--- config.mk ---
export PLATFORM = sky130hd
export DESIGN_NAME = dst_type1_row_transform
export DESIGN_NICKNAME = d
export VERILOG_FILES = /design/src/sv/dst1_pkg.sv /design/src/sv/dst_type1_row_transform.sv /design/src/sv/dst1_front.sv /design/src/sv/dst1_jobq.sv /design/src/sv/dst1_back.sv
export VERILOG_INCLUDE_DIRS = /design/src /design/src/sv
export SDC_FILE = /design/constraint.sdc
export NUM_CORES = 2
export LEC_CHECK = 0
export ABC_AREA = 1
export BUFFER_PORTS_ARGS = -buffer_cell sky130_fd_sc_hd__buf_2
export CAP_MARGIN = 10
export CORE_MARGIN = 10
export CORE_UTILIZATION = 48
export CTS_BUF_LIST = sky130_fd_sc_hd__clkbuf_8 sky130_fd_sc_hd__clkbuf_16
export CTS_CLUSTER_DIAMETER = 40
export DETAILED_ROUTE_END_ITERATION = 16
export GPL_ROUTABILITY_DRIVEN = 1
export PLACE_DENSITY = 0.68
export SLEW_MARGIN = 40
export SYNTH_ARGS = -nofsm -noshare
export SYNTH_HDL_FRONTEND = slang
export SYNTH_SLANG_ARGS = --single-unit
--- constraint.sdc ---
create_clock -name clk -period 5.84 [get_ports clk]
set_input_delay 0.876 -clock clk [delete_from_list [all_inputs] [get_ports clk]]
set_output_delay 0.876 -clock clk [all_outputs]
set_load 0.01 [all_outputs]
--- src/sv/dst_type1_row_transform_macros.svh ---
// Assertion macros shared by the row transform modules.
// Each macro expects a clock named clk and an active-low reset named rst_n in scope.
`ifndef DST_TYPE1_ROW_TRANSFORM_MACROS_SVH
`define DST_TYPE1_ROW_TRANSFORM_MACROS_SVH

// Same-cycle implication.
`define DST1_ASSERT_IMPL(lbl, ante, cons, msg) \
  lbl: assert property (@(posedge clk) disable iff (!rst_n) (ante) |-> (cons)) \
    else $error(msg);

// Next-cycle implication.
`define DST1_ASSERT_NEXT(lbl, ante, cons, msg) \
  lbl: assert property (@(posedge clk) disable iff (!rst_n) (ante) |=> (cons)) \
    else $error(msg);

`endif

--- src/sv/dst1_pkg.sv ---
// Shared types and constants for the type-I sine row transform.
// No dependencies.
package dst1_pkg;

  localparam int SAMPLE_W = 16;
  localparam int COEF_W   = 24;

  localparam logic signed [COEF_W-1:0] COEF_MAX = 24'sh7FFFFF;
  localparam logic signed [COEF_W-1:0] COEF_MIN = -24'sh800000;

  localparam longint unsigned PI_Q31 = 64'd6746518852;
  localparam int TAYLOR_TERMS = 10;
  localparam longint unsigned TAYLOR_DIV [1:TAYLOR_TERMS] =
    '{64'd6, 64'd20, 64'd42, 64'd72, 64'd110, 64'd156, 64'd210, 64'd272, 64'd342, 64'd420};

  localparam logic [1:0] JOBQ_DEPTH = 2'd2;

  typedef struct packed {
    logic bank;
  } job_t;

  typedef struct packed {
    logic valid;
    logic bank;
  } rel_t;

  typedef struct packed {
    logic valid;
    logic first;
    logic last_m;
    logic last_j;
  } mac_tag_t;

endpackage

--- src/sv/dst_type1_row_transform.sv ---
// Type-I discrete sine transform of one grid row, orthonormal, fixed point.
// Top level; depends on dst1_pkg, dst1_front, dst1_jobq and dst1_back.
//
// Usage:
//   Input: drive in_sample with start high; the sample is taken at a rising edge where
//   busy is low. Samples arrive in row order, ROW_POINTS (N) to a row.
//   Output: out_valid is high for one cycle per coefficient, with out_coefficient and
//   out_last (high on the final coefficient of the row). The receiver cannot stall.
//   Timing: the row memory has two banks, so the next row can be loaded while the
//   current one is transformed; busy rises only when both banks hold rows awaiting or
//   under computation. One shared 16x16 multiplier does the N*N products of a row, one
//   per cycle while the row is computed. With the engine idle, the first coefficient appears
//   once the first N products of its row have passed the multiply, accumulate, scale and
//   output registers; the rest follow in index order.
//   Reset: clears the fill counter, frees both banks, empties the job queue and the
//   pipeline. The sine table and scale factor are constants, so there is no setup pass.
module dst_type1_row_transform
  import dst1_pkg::*;
#(
  parameter int ROW_POINTS = 32
) (
  input  logic                       clk,
  input  logic                       rst_n,
  input  logic                       start,
  output logic                       busy,
  input  logic signed [SAMPLE_W-1:0] in_sample,
  output logic                       out_valid,
  output logic signed [COEF_W-1:0]   out_coefficient,
  output logic                       out_last
);

  localparam int AW = $clog2(ROW_POINTS) + 1;

  logic                       wr_en;
  logic [AW-1:0]              wr_addr;
  logic signed [SAMPLE_W-1:0] wr_data;
  logic                       push;
  job_t                       push_job;
  logic                       pop;
  logic                       q_valid;
  job_t                       q_head;
  rel_t                       rel;

  dst1_front #(
    .ROW_POINTS(ROW_POINTS)
  ) u_front (
    .clk      (clk),
    .rst_n    (rst_n),
    .start    (start),
    .in_sample(in_sample),
    .busy     (busy),
    .wr_en    (wr_en),
    .wr_addr  (wr_addr),
    .wr_data  (wr_data),
    .push     (push),
    .push_job (push_job),
    .rel      (rel)
  );

  dst1_jobq u_jobq (
    .clk     (clk),
    .rst_n   (rst_n),
    .push    (push),
    .push_job(push_job),
    .pop     (pop),
    .q_valid (q_valid),
    .q_head  (q_head)
  );

  dst1_back #(
    .ROW_POINTS(ROW_POINTS)
  ) u_back (
    .clk            (clk),
    .rst_n          (rst_n),
    .wr_en          (wr_en),
    .wr_addr        (wr_addr),
    .wr_data        (wr_data),
    .q_valid        (q_valid),
    .q_head         (q_head),
    .pop            (pop),
    .rel            (rel),
    .out_coefficient(out_coefficient),
    .out_last       (out_last),
    .out_valid      (out_valid)
  );

endmodule

--- src/sv/dst1_front.sv ---
// Input side: row fill counter, bank selection and bank ownership.
// Depends on dst1_pkg and dst_type1_row_transform_macros.svh.
`include "dst_type1_row_transform_macros.svh"
module dst1_front
  import dst1_pkg::*;
#(
  parameter int ROW_POINTS = 32
) (
  input  logic                       clk,
  input  logic                       rst_n,
  input  logic                       start,
  input  logic signed [SAMPLE_W-1:0] in_sample,
  output logic                       busy,
  output logic                       wr_en,
  output logic [$clog2(ROW_POINTS):0] wr_addr,
  output logic signed [SAMPLE_W-1:0] wr_data,
  output logic                       push,
  output job_t                       push_job,
  input  rel_t                       rel
);

  localparam int PW = $clog2(ROW_POINTS);
  localparam logic [PW-1:0] LAST_IDX = PW'(ROW_POINTS - 1);

  logic [PW-1:0] fill_r;
  logic          bank_r;
  logic [1:0]    in_use_r;
  logic [1:0]    in_use_nxt;
  logic          accept;
  logic          row_end;

  assign busy     = in_use_r[bank_r];
  assign accept   = start & ~busy;
  assign row_end  = accept & (fill_r == LAST_IDX);
  assign wr_en    = accept;
  assign wr_addr  = {bank_r, fill_r};
  assign wr_data  = in_sample;
  assign push     = row_end;
  assign push_job.bank = bank_r;

  always_comb begin
    in_use_nxt = in_use_r;
    if (rel.valid) begin
      in_use_nxt[rel.bank] = 1'b0;
    end
    if (row_end) begin
      in_use_nxt[bank_r] = 1'b1;
    end
  end

  always_ff @(posedge clk) begin
    if (!rst_n) begin
      fill_r   <= '0;
      bank_r   <= 1'b0;
      in_use_r <= '0;
    end else begin
      in_use_r <= in_use_nxt;
      if (accept) begin
        fill_r <= row_end ? '0 : fill_r + 1'b1;
        if (row_end) begin
          bank_r <= ~bank_r;
        end
      end
    end
  end

  `DST1_ASSERT_IMPL(a_rel_owned, rel.valid, in_use_r[rel.bank], "release of a free bank")

endmodule

--- src/sv/dst1_jobq.sv ---
// Two-entry queue of row jobs between the input side and the compute engine.
// Depends on dst1_pkg and dst_type1_row_transform_macros.svh.
`include "dst_type1_row_transform_macros.svh"
module dst1_jobq
  import dst1_pkg::*;
(
  input  logic clk,
  input  logic rst_n,
  input  logic push,
  input  job_t push_job,
  input  logic pop,
  output logic q_valid,
  output job_t q_head
);

  job_t       slot_r [2];
  logic       wr_ptr_r;
  logic       rd_ptr_r;
  logic [1:0] cnt_r;

  assign q_valid = (cnt_r != 2'd0);
  assign q_head  = slot_r[rd_ptr_r];

  always_ff @(posedge clk) begin
    if (push) begin
      slot_r[wr_ptr_r] <= push_job;
    end
  end

  always_ff @(posedge clk) begin
    if (!rst_n) begin
      wr_ptr_r <= 1'b0;
      rd_ptr_r <= 1'b0;
      cnt_r    <= 2'd0;
    end else begin
      if (push) begin
        wr_ptr_r <= ~wr_ptr_r;
      end
      if (pop) begin
        rd_ptr_r <= ~rd_ptr_r;
      end
      case ({push, pop})
        2'b10:   cnt_r <= cnt_r + 2'd1;
        2'b01:   cnt_r <= cnt_r - 2'd1;
        default: cnt_r <= cnt_r;
      endcase
    end
  end

  `DST1_ASSERT_IMPL(a_no_overflow, push, cnt_r != JOBQ_DEPTH, "job queue overflow")
  `DST1_ASSERT_IMPL(a_no_underflow, pop, cnt_r != 2'd0, "job queue underflow")

endmodule

--- src/sv/dst1_back.sv ---
// Compute engine: two-bank row memory, sine table, shared MAC pipeline and output stage.
// Depends on dst1_pkg and dst_type1_row_transform_macros.svh.
`include "dst_type1_row_transform_macros.svh"
module dst1_back
  import dst1_pkg::*;
#(
  parameter int ROW_POINTS = 32
) (
  input  logic                       clk,
  input  logic                       rst_n,
  input  logic                       wr_en,
  input  logic [$clog2(ROW_POINTS):0] wr_addr,
  input  logic signed [SAMPLE_W-1:0] wr_data,
  input  logic                       q_valid,
  input  job_t                       q_head,
  output logic                       pop,
  output rel_t                       rel,
  output logic signed [COEF_W-1:0]   out_coefficient,
  output logic                       out_last,
  output logic                       out_valid
);

  localparam int PW        = $clog2(ROW_POINTS);
  localparam int AW        = PW + 1;
  localparam int SPAN      = ROW_POINTS + 1;
  localparam int SPAN_HALF = SPAN / 2;
  localparam int ROM_DEPTH = 2 * SPAN;
  localparam int KW        = $clog2(ROM_DEPTH);
  localparam int ACC_W     = 32 + PW;
  localparam int SW        = ACC_W + 17;
  localparam logic [PW-1:0] LAST_IDX = PW'(ROW_POINTS - 1);
  localparam longint unsigned NORM_RADICAND = (64'd1 << 35) / SPAN;

  function automatic logic signed [15:0] sine_entry(input int k);
    logic              neg;
    longint unsigned   r;
    longint unsigned   x;
    longint unsigned   x2;
    longint unsigned   term;
    longint            sum;
    longint            q;
    neg = (k >= SPAN);
    r   = neg ? 64'(k - SPAN) : 64'(k);
    if (2 * r > SPAN) begin
      r = SPAN - r;
    end
    x    = (PI_Q31 * r + SPAN_HALF) / SPAN;
    x2   = (x * x) >> 31;
    term = x;
    sum  = longint'(x);
    for (int n = 1; n <= TAYLOR_TERMS; n++) begin
      term = ((term * x2) >> 31) / TAYLOR_DIV[n];
      if (n % 2 == 1) begin
        sum = sum - longint'(term);
      end else begin
        sum = sum + longint'(term);
      end
    end
    if (sum < 0) begin
      sum = 0;
    end
    q = (sum + 32768) >>> 16;
    if (q > 32767) begin
      q = 32767;
    end
    return neg ? 16'(-q) : 16'(q);
  endfunction

  function automatic logic [16:0] norm_q16(input longint unsigned radicand);
    longint unsigned v;
    longint unsigned res;
    longint unsigned b;
    v   = radicand;
    res = 0;
    b   = 64'd1 << 62;
    while (b > v) begin
      b = b >> 2;
    end
    while (b != 0) begin
      if (v >= res + b) begin
        v   = v - (res + b);
        res = (res >> 1) + b;
      end else begin
        res = res >> 1;
      end
      b = b >> 2;
    end
    return 17'((res + 1) >> 1);
  endfunction

  localparam logic signed [16:0] NORM_S = norm_q16(NORM_RADICAND);
  localparam logic signed [SW:0] HALF_LSB = (SW + 1)'(2 ** 30);
  localparam logic signed [SW:0] CMAX = (SW + 1)'(COEF_MAX);
  localparam logic signed [SW:0] CMIN = (SW + 1)'(COEF_MIN);

  logic signed [15:0] sine_rom [ROM_DEPTH];

  for (genvar g = 0; g < ROM_DEPTH; g++) begin : g_rom
    localparam logic signed [15:0] ENTRY = sine_entry(g);
    assign sine_rom[g] = ENTRY;
  end

  typedef enum logic {ST_IDLE, ST_RUN} state_t;

  state_t state_r;

  logic signed [SAMPLE_W-1:0] row_mem [2 ** AW];

  logic          bank_r;
  logic [PW-1:0] j_r;
  logic [PW-1:0] m_r;
  logic [KW-1:0] k_r;
  logic [KW-1:0] step_r;
  logic          m_last;
  logic          j_last;
  logic [KW:0]   k_sum;
  logic [KW-1:0] k_adv;

  mac_tag_t tag1_r;
  mac_tag_t tag2_r;
  logic     sum_v_r;
  logic     sum_last_r;
  logic     v4_r;
  logic     last4_r;
  logic     out_valid_r;
  logic     out_last_r;
  logic signed [COEF_W-1:0] out_coefficient_r;

  logic signed [SAMPLE_W-1:0] x1_r;
  logic signed [15:0]         sin1_r;
  logic signed [31:0]         prod2_r;
  logic signed [ACC_W-1:0]    acc_r;
  logic signed [ACC_W-1:0]    acc_nxt;
  logic signed [ACC_W-1:0]    sum_r;
  logic signed [SW-1:0]       scaled4_r;
  logic signed [SW:0]         rnd_w;
  logic signed [COEF_W-1:0]   sat_w;

  assign m_last = (m_r == LAST_IDX);
  assign j_last = (j_r == LAST_IDX);
  assign k_sum  = {1'b0, k_r} + {1'b0, step_r};
  assign k_adv  = (k_sum >= (KW + 1)'(ROM_DEPTH)) ? KW'(k_sum - (KW + 1)'(ROM_DEPTH))
                                                  : k_sum[KW-1:0];

  assign pop       = (state_r == ST_IDLE) & q_valid;
  assign rel.valid = (state_r == ST_RUN) & m_last & j_last;
  assign rel.bank  = bank_r;

  assign acc_nxt = tag2_r.first ? ACC_W'(prod2_r) : acc_r + ACC_W'(prod2_r);
  assign rnd_w   = ($signed({scaled4_r[SW-1], scaled4_r}) + HALF_LSB) >>> 31;
  assign sat_w   = (rnd_w > CMAX) ? COEF_MAX :
                   (rnd_w < CMIN) ? COEF_MIN : rnd_w[COEF_W-1:0];

  always_ff @(posedge clk) begin
    if (wr_en) begin
      row_mem[wr_addr] <= wr_data;
    end
    if (state_r == ST_RUN) begin
      x1_r <= row_mem[{bank_r, m_r}];
    end
  end

  always_ff @(posedge clk) begin
    sin1_r    <= sine_rom[k_r];
    prod2_r   <= x1_r * sin1_r;
    scaled4_r <= sum_r * NORM_S;
    if (tag2_r.valid) begin
      acc_r <= acc_nxt;
    end
    if (tag2_r.valid & tag2_r.last_m) begin
      sum_r <= acc_nxt;
    end
  end

  always_ff @(posedge clk) begin
    if (!rst_n) begin
      state_r     <= ST_IDLE;
      tag1_r      <= '0;
      tag2_r      <= '0;
      sum_v_r     <= 1'b0;
      v4_r        <= 1'b0;
      out_valid_r <= 1'b0;
    end else begin
      tag2_r            <= tag1_r;
      sum_v_r           <= tag2_r.valid & tag2_r.last_m;
      sum_last_r        <= tag2_r.last_j;
      v4_r              <= sum_v_r;
      last4_r           <= sum_last_r;
      out_valid_r       <= v4_r;
      out_last_r        <= last4_r;
      out_coefficient_r <= sat_w;
      case (state_r)
        ST_IDLE: begin
          tag1_r <= '0;
          if (q_valid) begin
            state_r <= ST_RUN;
            bank_r  <= q_head.bank;
            j_r     <= '0;
            m_r     <= '0;
            k_r     <= KW'(1);
            step_r  <= KW'(1);
          end
        end
        ST_RUN: begin
          tag1_r <= {1'b1, (m_r == '0), m_last, j_last};
          if (m_last) begin
            m_r    <= '0;
            j_r    <= j_r + 1'b1;
            step_r <= step_r + 1'b1;
            k_r    <= step_r + 1'b1;
            if (j_last) begin
              state_r <= ST_IDLE;
            end
          end else begin
            m_r <= m_r + 1'b1;
            k_r <= k_adv;
          end
        end
        default: begin
          state_r <= ST_IDLE;
          tag1_r  <= '0;
        end
      endcase
    end
  end

  assign out_coefficient = out_coefficient_r;
  assign out_last        = out_last_r;
  assign out_valid       = out_valid_r;

  `DST1_ASSERT_NEXT(a_out_spaced, out_valid_r, !out_valid_r, "coefficients closer than one row step")

endmodule
==> load_flow_metrics.sql <==
INSERT INTO impl_metrics (metric_group, metric, value, unit) VALUES
('run_status', 'status', 'finished, final reports clean', ''),
('worst_setup_path', 'rr_worst_depth', '20', ''),
('floorplan', 'placeableCoreArea', '0.152', 'mm^2'),
('sta', 'timing.setup.tns', '0', 'ns'),
('finish', 'layout.area.seq', '0.0369', 'mm^2'),
('drt', 'detail_route.vias_per_cell', '5.56', ''),
('drt', 'routed_wirelength', '196000', 'um'),
('cts', 'total_cts_buffers', '165', ''),
('floorplan', 'io_pins', '46', ''),
('sta', 'max_freq', '179', 'MHz'),
('sta', 'worst_pin_slew', '1.04', 'ns'),
('logic_synthesis', 'synth_cells', '7060', ''),
('logic_synthesis', 'async_flop_share', '0', ''),
('logic_synthesis', 'syn-num-nets', '7884', ''),
('cts', 'cts_htree_levels', '4', ''),
('pwr', 'leakage', '33.9', 'nW'),
('worst_setup_path', 'reg2reg_slack', '0.25', 'ns'),
('floorplan', 'floorplan.die_area', '0.169', 'mm^2'),
('worst_setup_path', 'critical_path.n_buffers_inverters', '5', ''),
('global_route', 'grt_first_pass_wirelength', '300000', 'um'),
('logic_synthesis', 'synth-edff-count', '1167', ''),
('worst_setup_path', 'critPathTopFamily', 'adder cells', ''),
('worst_setup_path', 'start_kind', 'flop', ''),
('worst_setup_path', 'worst_ep_arrival_time', '6.26', 'ns'),
('floorplan', 'height_of_the_die', '411', 'um'),
('global_route', 'initial_antenna_violation_count', '6', ''),
('logic_synthesis', 'synth.yosys.warnings', '0', ''),
('worst_setup_path', 'cp_slowest_cell', 'sky130_fd_sc_hd__fa_1', ''),
('floorplan', 'effective_utilization_at_floorplan', '0.482', ''),
('worst_setup_path', 'critPathMaxFanout', '6', ''),
('worst_setup_path', 'setup.worst_path.class', 'flop to flop', ''),
('worst_setup_path', 'crit_path_cell_trace', 'buf_4 > nand2_1 > fa_1 > fa_1 > inv_1 > fa_1 > inv_1 > fa_1 > fa_1 > fa_1 > inv_1 > ha_1 > nand2_1 > inv_1 > a21oi_1 > nand3_2 > a21oi_2 > nor2_1 > nor2_1 > xnor2_1', ''),
('sta', 'slew_viol_final', '0', ''),
('cts', 'cts.path.max_buffers', '3', ''),
('min_path', 'min_delay_path_depth', '2', ''),
('drt', 'routedWlPerCell', '20.9', 'um'),
('finish', 'fillerInstances', '12900', ''),
('floorplan', 'fp-row-count', '143', ''),
('cts', 'holdBufCountCts', '0', ''),
('sta', 'relSlewSlack', '0.309', ''),
('logic_synthesis', 'synth.ff_latch_count', '1261', ''),
('sta', 'fin_skew', '0.0512', 'ns'),
('job', 'max_cap_violations', '0', ''),
('pwr', 'power.density_cell_area', '249', 'mW/mm^2'),
('floorplan', 'die_width', '411', 'um'),
('sta', 'period_minus_slack', '5.59', 'ns'),
('sta', 'finalCritPeriodShare', '0.957', ''),
('logic_synthesis', 'dominantRegCellSynth', 'sky130_fd_sc_hd__edfxtp_1', ''),
('cts', 'clock_sinks', '1261', ''),
('global_route', 'groute.usage.overall', '0.227', ''),
('logic_synthesis', 'proportion_of_synthesized_chip_area_in_sequential_cells', '0.504', ''),
('drt', 'drt_first_pass_iters', '6', ''),
('cts', 'clk_pin_slew_worst_paths', '0.06', 'ns'),
('place', 'final_replace_weighted_congestion', '0.917', ''),
('worst_setup_path', 'crit-reg2reg-launch', 'u_back.x1_r[8]$_DFFE_PP_', ''),
('cts', 'clock_tree_from_tritoncts', 'done', ''),
('finish', 'area_delta_synth_final', '12.5', '%'),
('finish', 'drive_above_1_share', '0.0855', ''),
('logic_synthesis', 'syn-mean-instance-area', '10.4', 'um^2'),
('worst_setup_path', 'crit_required', '6.51', 'ns'),
('worst_setup_path', 'critical_path.most_common_cell', 'sky130_fd_sc_hd__fa_1', ''),
('min_path', 'worstHoldStart', 'u_back.v4_r$_SDFF_PN0_', ''),
('drt', 'route.detailed.drc', '0', ''),
('drt', 'detail_route.iter0.violations', '5360', ''),
('logic_synthesis', 'mappedNetlistArea', '0.0733', 'mm^2'),
('finish', 'fin_nets', '8033', ''),
('sta', 'final.setup.worst_slack', '0.252', 'ns'),
('global_route', 'overflow', '0', ''),
('pwr', 'ir_worst_vdd', '0.358', 'mV'),
('min_path', 'worst_hold_path_type', 'flop to flop', ''),
('worst_setup_path', 'worst_path_largest_cell_delay', '0.55', 'ns');
## sequential cells by signal (all words and copies together) (netlist names), 4 cells and up
| register | cells |
|---|---|
| u_back.sum_r | 37 |
| u_back.sin1_r | 16 |
| u_back.prod2_r | 32 |
| u_back.m_r | 5 |
| u_back.j_r | 5 |
| u_back.tag2_r | 4 |
| u_back.x1_r | 16 |
| u_back.row_mem | 1024 |
| u_back.acc_r | 37 |
| u_front.fill_r | 5 |
| u_back.scaled4_r | 22 |
| u_back.step_r | 7 |
| u_back.out_coefficient | 23 |
| u_back.k_r | 7 |
| u_back.tag1_r | 4 |
## worst max path at each step
stage	start	end	slack, ns	cells after the start
global placement	u_back.x1_r[5]$_DFFE_PP_	u_back.prod2_r[23]$_DFF_P_	0.06	19
CTS	u_back.x1_r[13]$_DFFE_PP_	u_back.prod2_r[23]$_DFF_P_	0.07	21
detailed placement	u_back.x1_r[5]$_DFFE_PP_	u_back.prod2_r[23]$_DFF_P_	0.05	19
global route	u_back.x1_r[15]$_DFFE_PP_	u_back.prod2_r[25]$_DFF_P_	-0.004	20
finish	u_back.x1_r[8]$_DFFE_PP_	u_back.prod2_r[23]$_DFF_P_	0.25	20
floorplan	u_back.sum_r[36]$_DFFE_PP_	u_back.scaled4_r[47]$_DFF_P_	0.002	20
## tightest hold or removal path: cells and delay by family (launching register included)
family | cells | cell delay, ns
flops | 1 | 0.30
simple gates | 1 | 0.04
buf+inv | 1 | 0.04
## logic make-up (layout without fill, tap and decap cells)
kind of cell               Yosys count  count (layout)  share of synthesized area
AOI/OAI and AO/OA                 1332            1332                      0.102
xor gates and xnor gates            88              88                     0.0105
adders and majority gates          805             805                      0.187
buffers and inverters             1416            1704                     0.0768
DFF                               1261            1261                      0.504
muxes                                1               1                   0.000154
other                                0               1                          0
and+or+nand+nor                   2157            2157                      0.120
## report_power, final
part	internal, mW	switching (mW)
sequential	9.88	0.0114
clock	6.26	4.18
combinational	0.0311	0.199
total	16.2	4.39
## cell type report
class / count / share of cell area
flip-flops and latches: 1261 / 0.448
multi-input cells: 4383 / 0.373
inverters: 1116 / 0.0510
clock buffers: 172 / 0.0516
diodes: 1 / 0.0000303
clock inverters: 134 / 0.0192
repair buffers: 282 / 0.0259
well taps: 2030 / 0.0308
## metal layers
metal  vias to the layer above  GRT usage  part of all wire
met1                     25700      0.325              0.43
met5                         -          0           0.00020
met2                      2211      0.351              0.45
li1                      24000          -                 -
met3                       345     0.0460             0.092
met4                         6     0.0665             0.027
## cell usage in the layout, fill, tap and decap left out, types with 51 or more instances in the layout
| master | count |
|---|---|
| sky130_fd_sc_hd__edfxtp_1 | 1167 |
| sky130_fd_sc_hd__inv_1 | 1119 |
| sky130_fd_sc_hd__nand2_1 | 908 |
| sky130_fd_sc_hd__nor2_1 | 892 |
| sky130_fd_sc_hd__o21ai_0 | 704 |
| sky130_fd_sc_hd__fa_1 | 478 |
| sky130_fd_sc_hd__ha_1 | 324 |
| sky130_fd_sc_hd__buf_4 | 224 |
| sky130_fd_sc_hd__nand3_1 | 199 |
| sky130_fd_sc_hd__a21oi_1 | 194 |
| sky130_fd_sc_hd__o22ai_1 | 186 |
| sky130_fd_sc_hd__clkbuf_16 | 168 |
| sky130_fd_sc_hd__dfxtp_1 | 88 |
| sky130_fd_sc_hd__o221ai_1 | 69 |
| sky130_fd_sc_hd__xor2_1 | 55 |
| sky130_fd_sc_hd__nand4_1 | 52 |
| sky130_fd_sc_hd__o21ai_1 | 51 |
## cells in the mapped netlist, drive strengths merged (3+ instances only)
master	instances	area share
a31oi	28	0.0024
and2	3	0.00026
o22ai	186	0.016
buf	115	0.010
edfxtp	1167	0.48
a21o	13	0.0013
nand2	913	0.047
nor4	4	0.00034
clkinv	3	0.00015
o221ai	69	0.0082
o21ai	755	0.052
a21oi	197	0.013
nand3b	6	0.00061
o21bai	17	0.0017
inv	1113	0.057
o211ai	37	0.0038
fa	481	0.13
nand4	58	0.0062
xor2	55	0.0066
o311ai	4	0.00048
a211oi	9	0.00092
dfxtp	94	0.026
o31ai	3	0.00031
nor3	44	0.0034
nand3	202	0.014
o21a	6	0.00061
and3	3	0.00026
or2	21	0.0018
clkbuf	185	0.0095
nor2	903	0.046
ha	324	0.055
xnor2	33	0.0039
## stage by stage
stage	std cells	hold WS [ns]	utilization	power, mW	instance area [um^2]
after floorplan	7060	0.386	-	10.1	73300
after global placement	9050	0.393	0.502	10.3	76300
after detailed placement	9053	0.395	0.503	10.3	76400
after CTS	9362	0.417	0.541	20.7	82200
after global routing	9379	0.427	0.543	21.1	82500
final	9379	0.412	0.543	20.6	82500
## what timing repair did
action	CTS	global route
buffers inserted	3	14
gates resized for setup	0	24
endpoints found under the setup margin	1	16
pin swaps	0	1
Note: power is estimated with default switching activity, not from simulation.
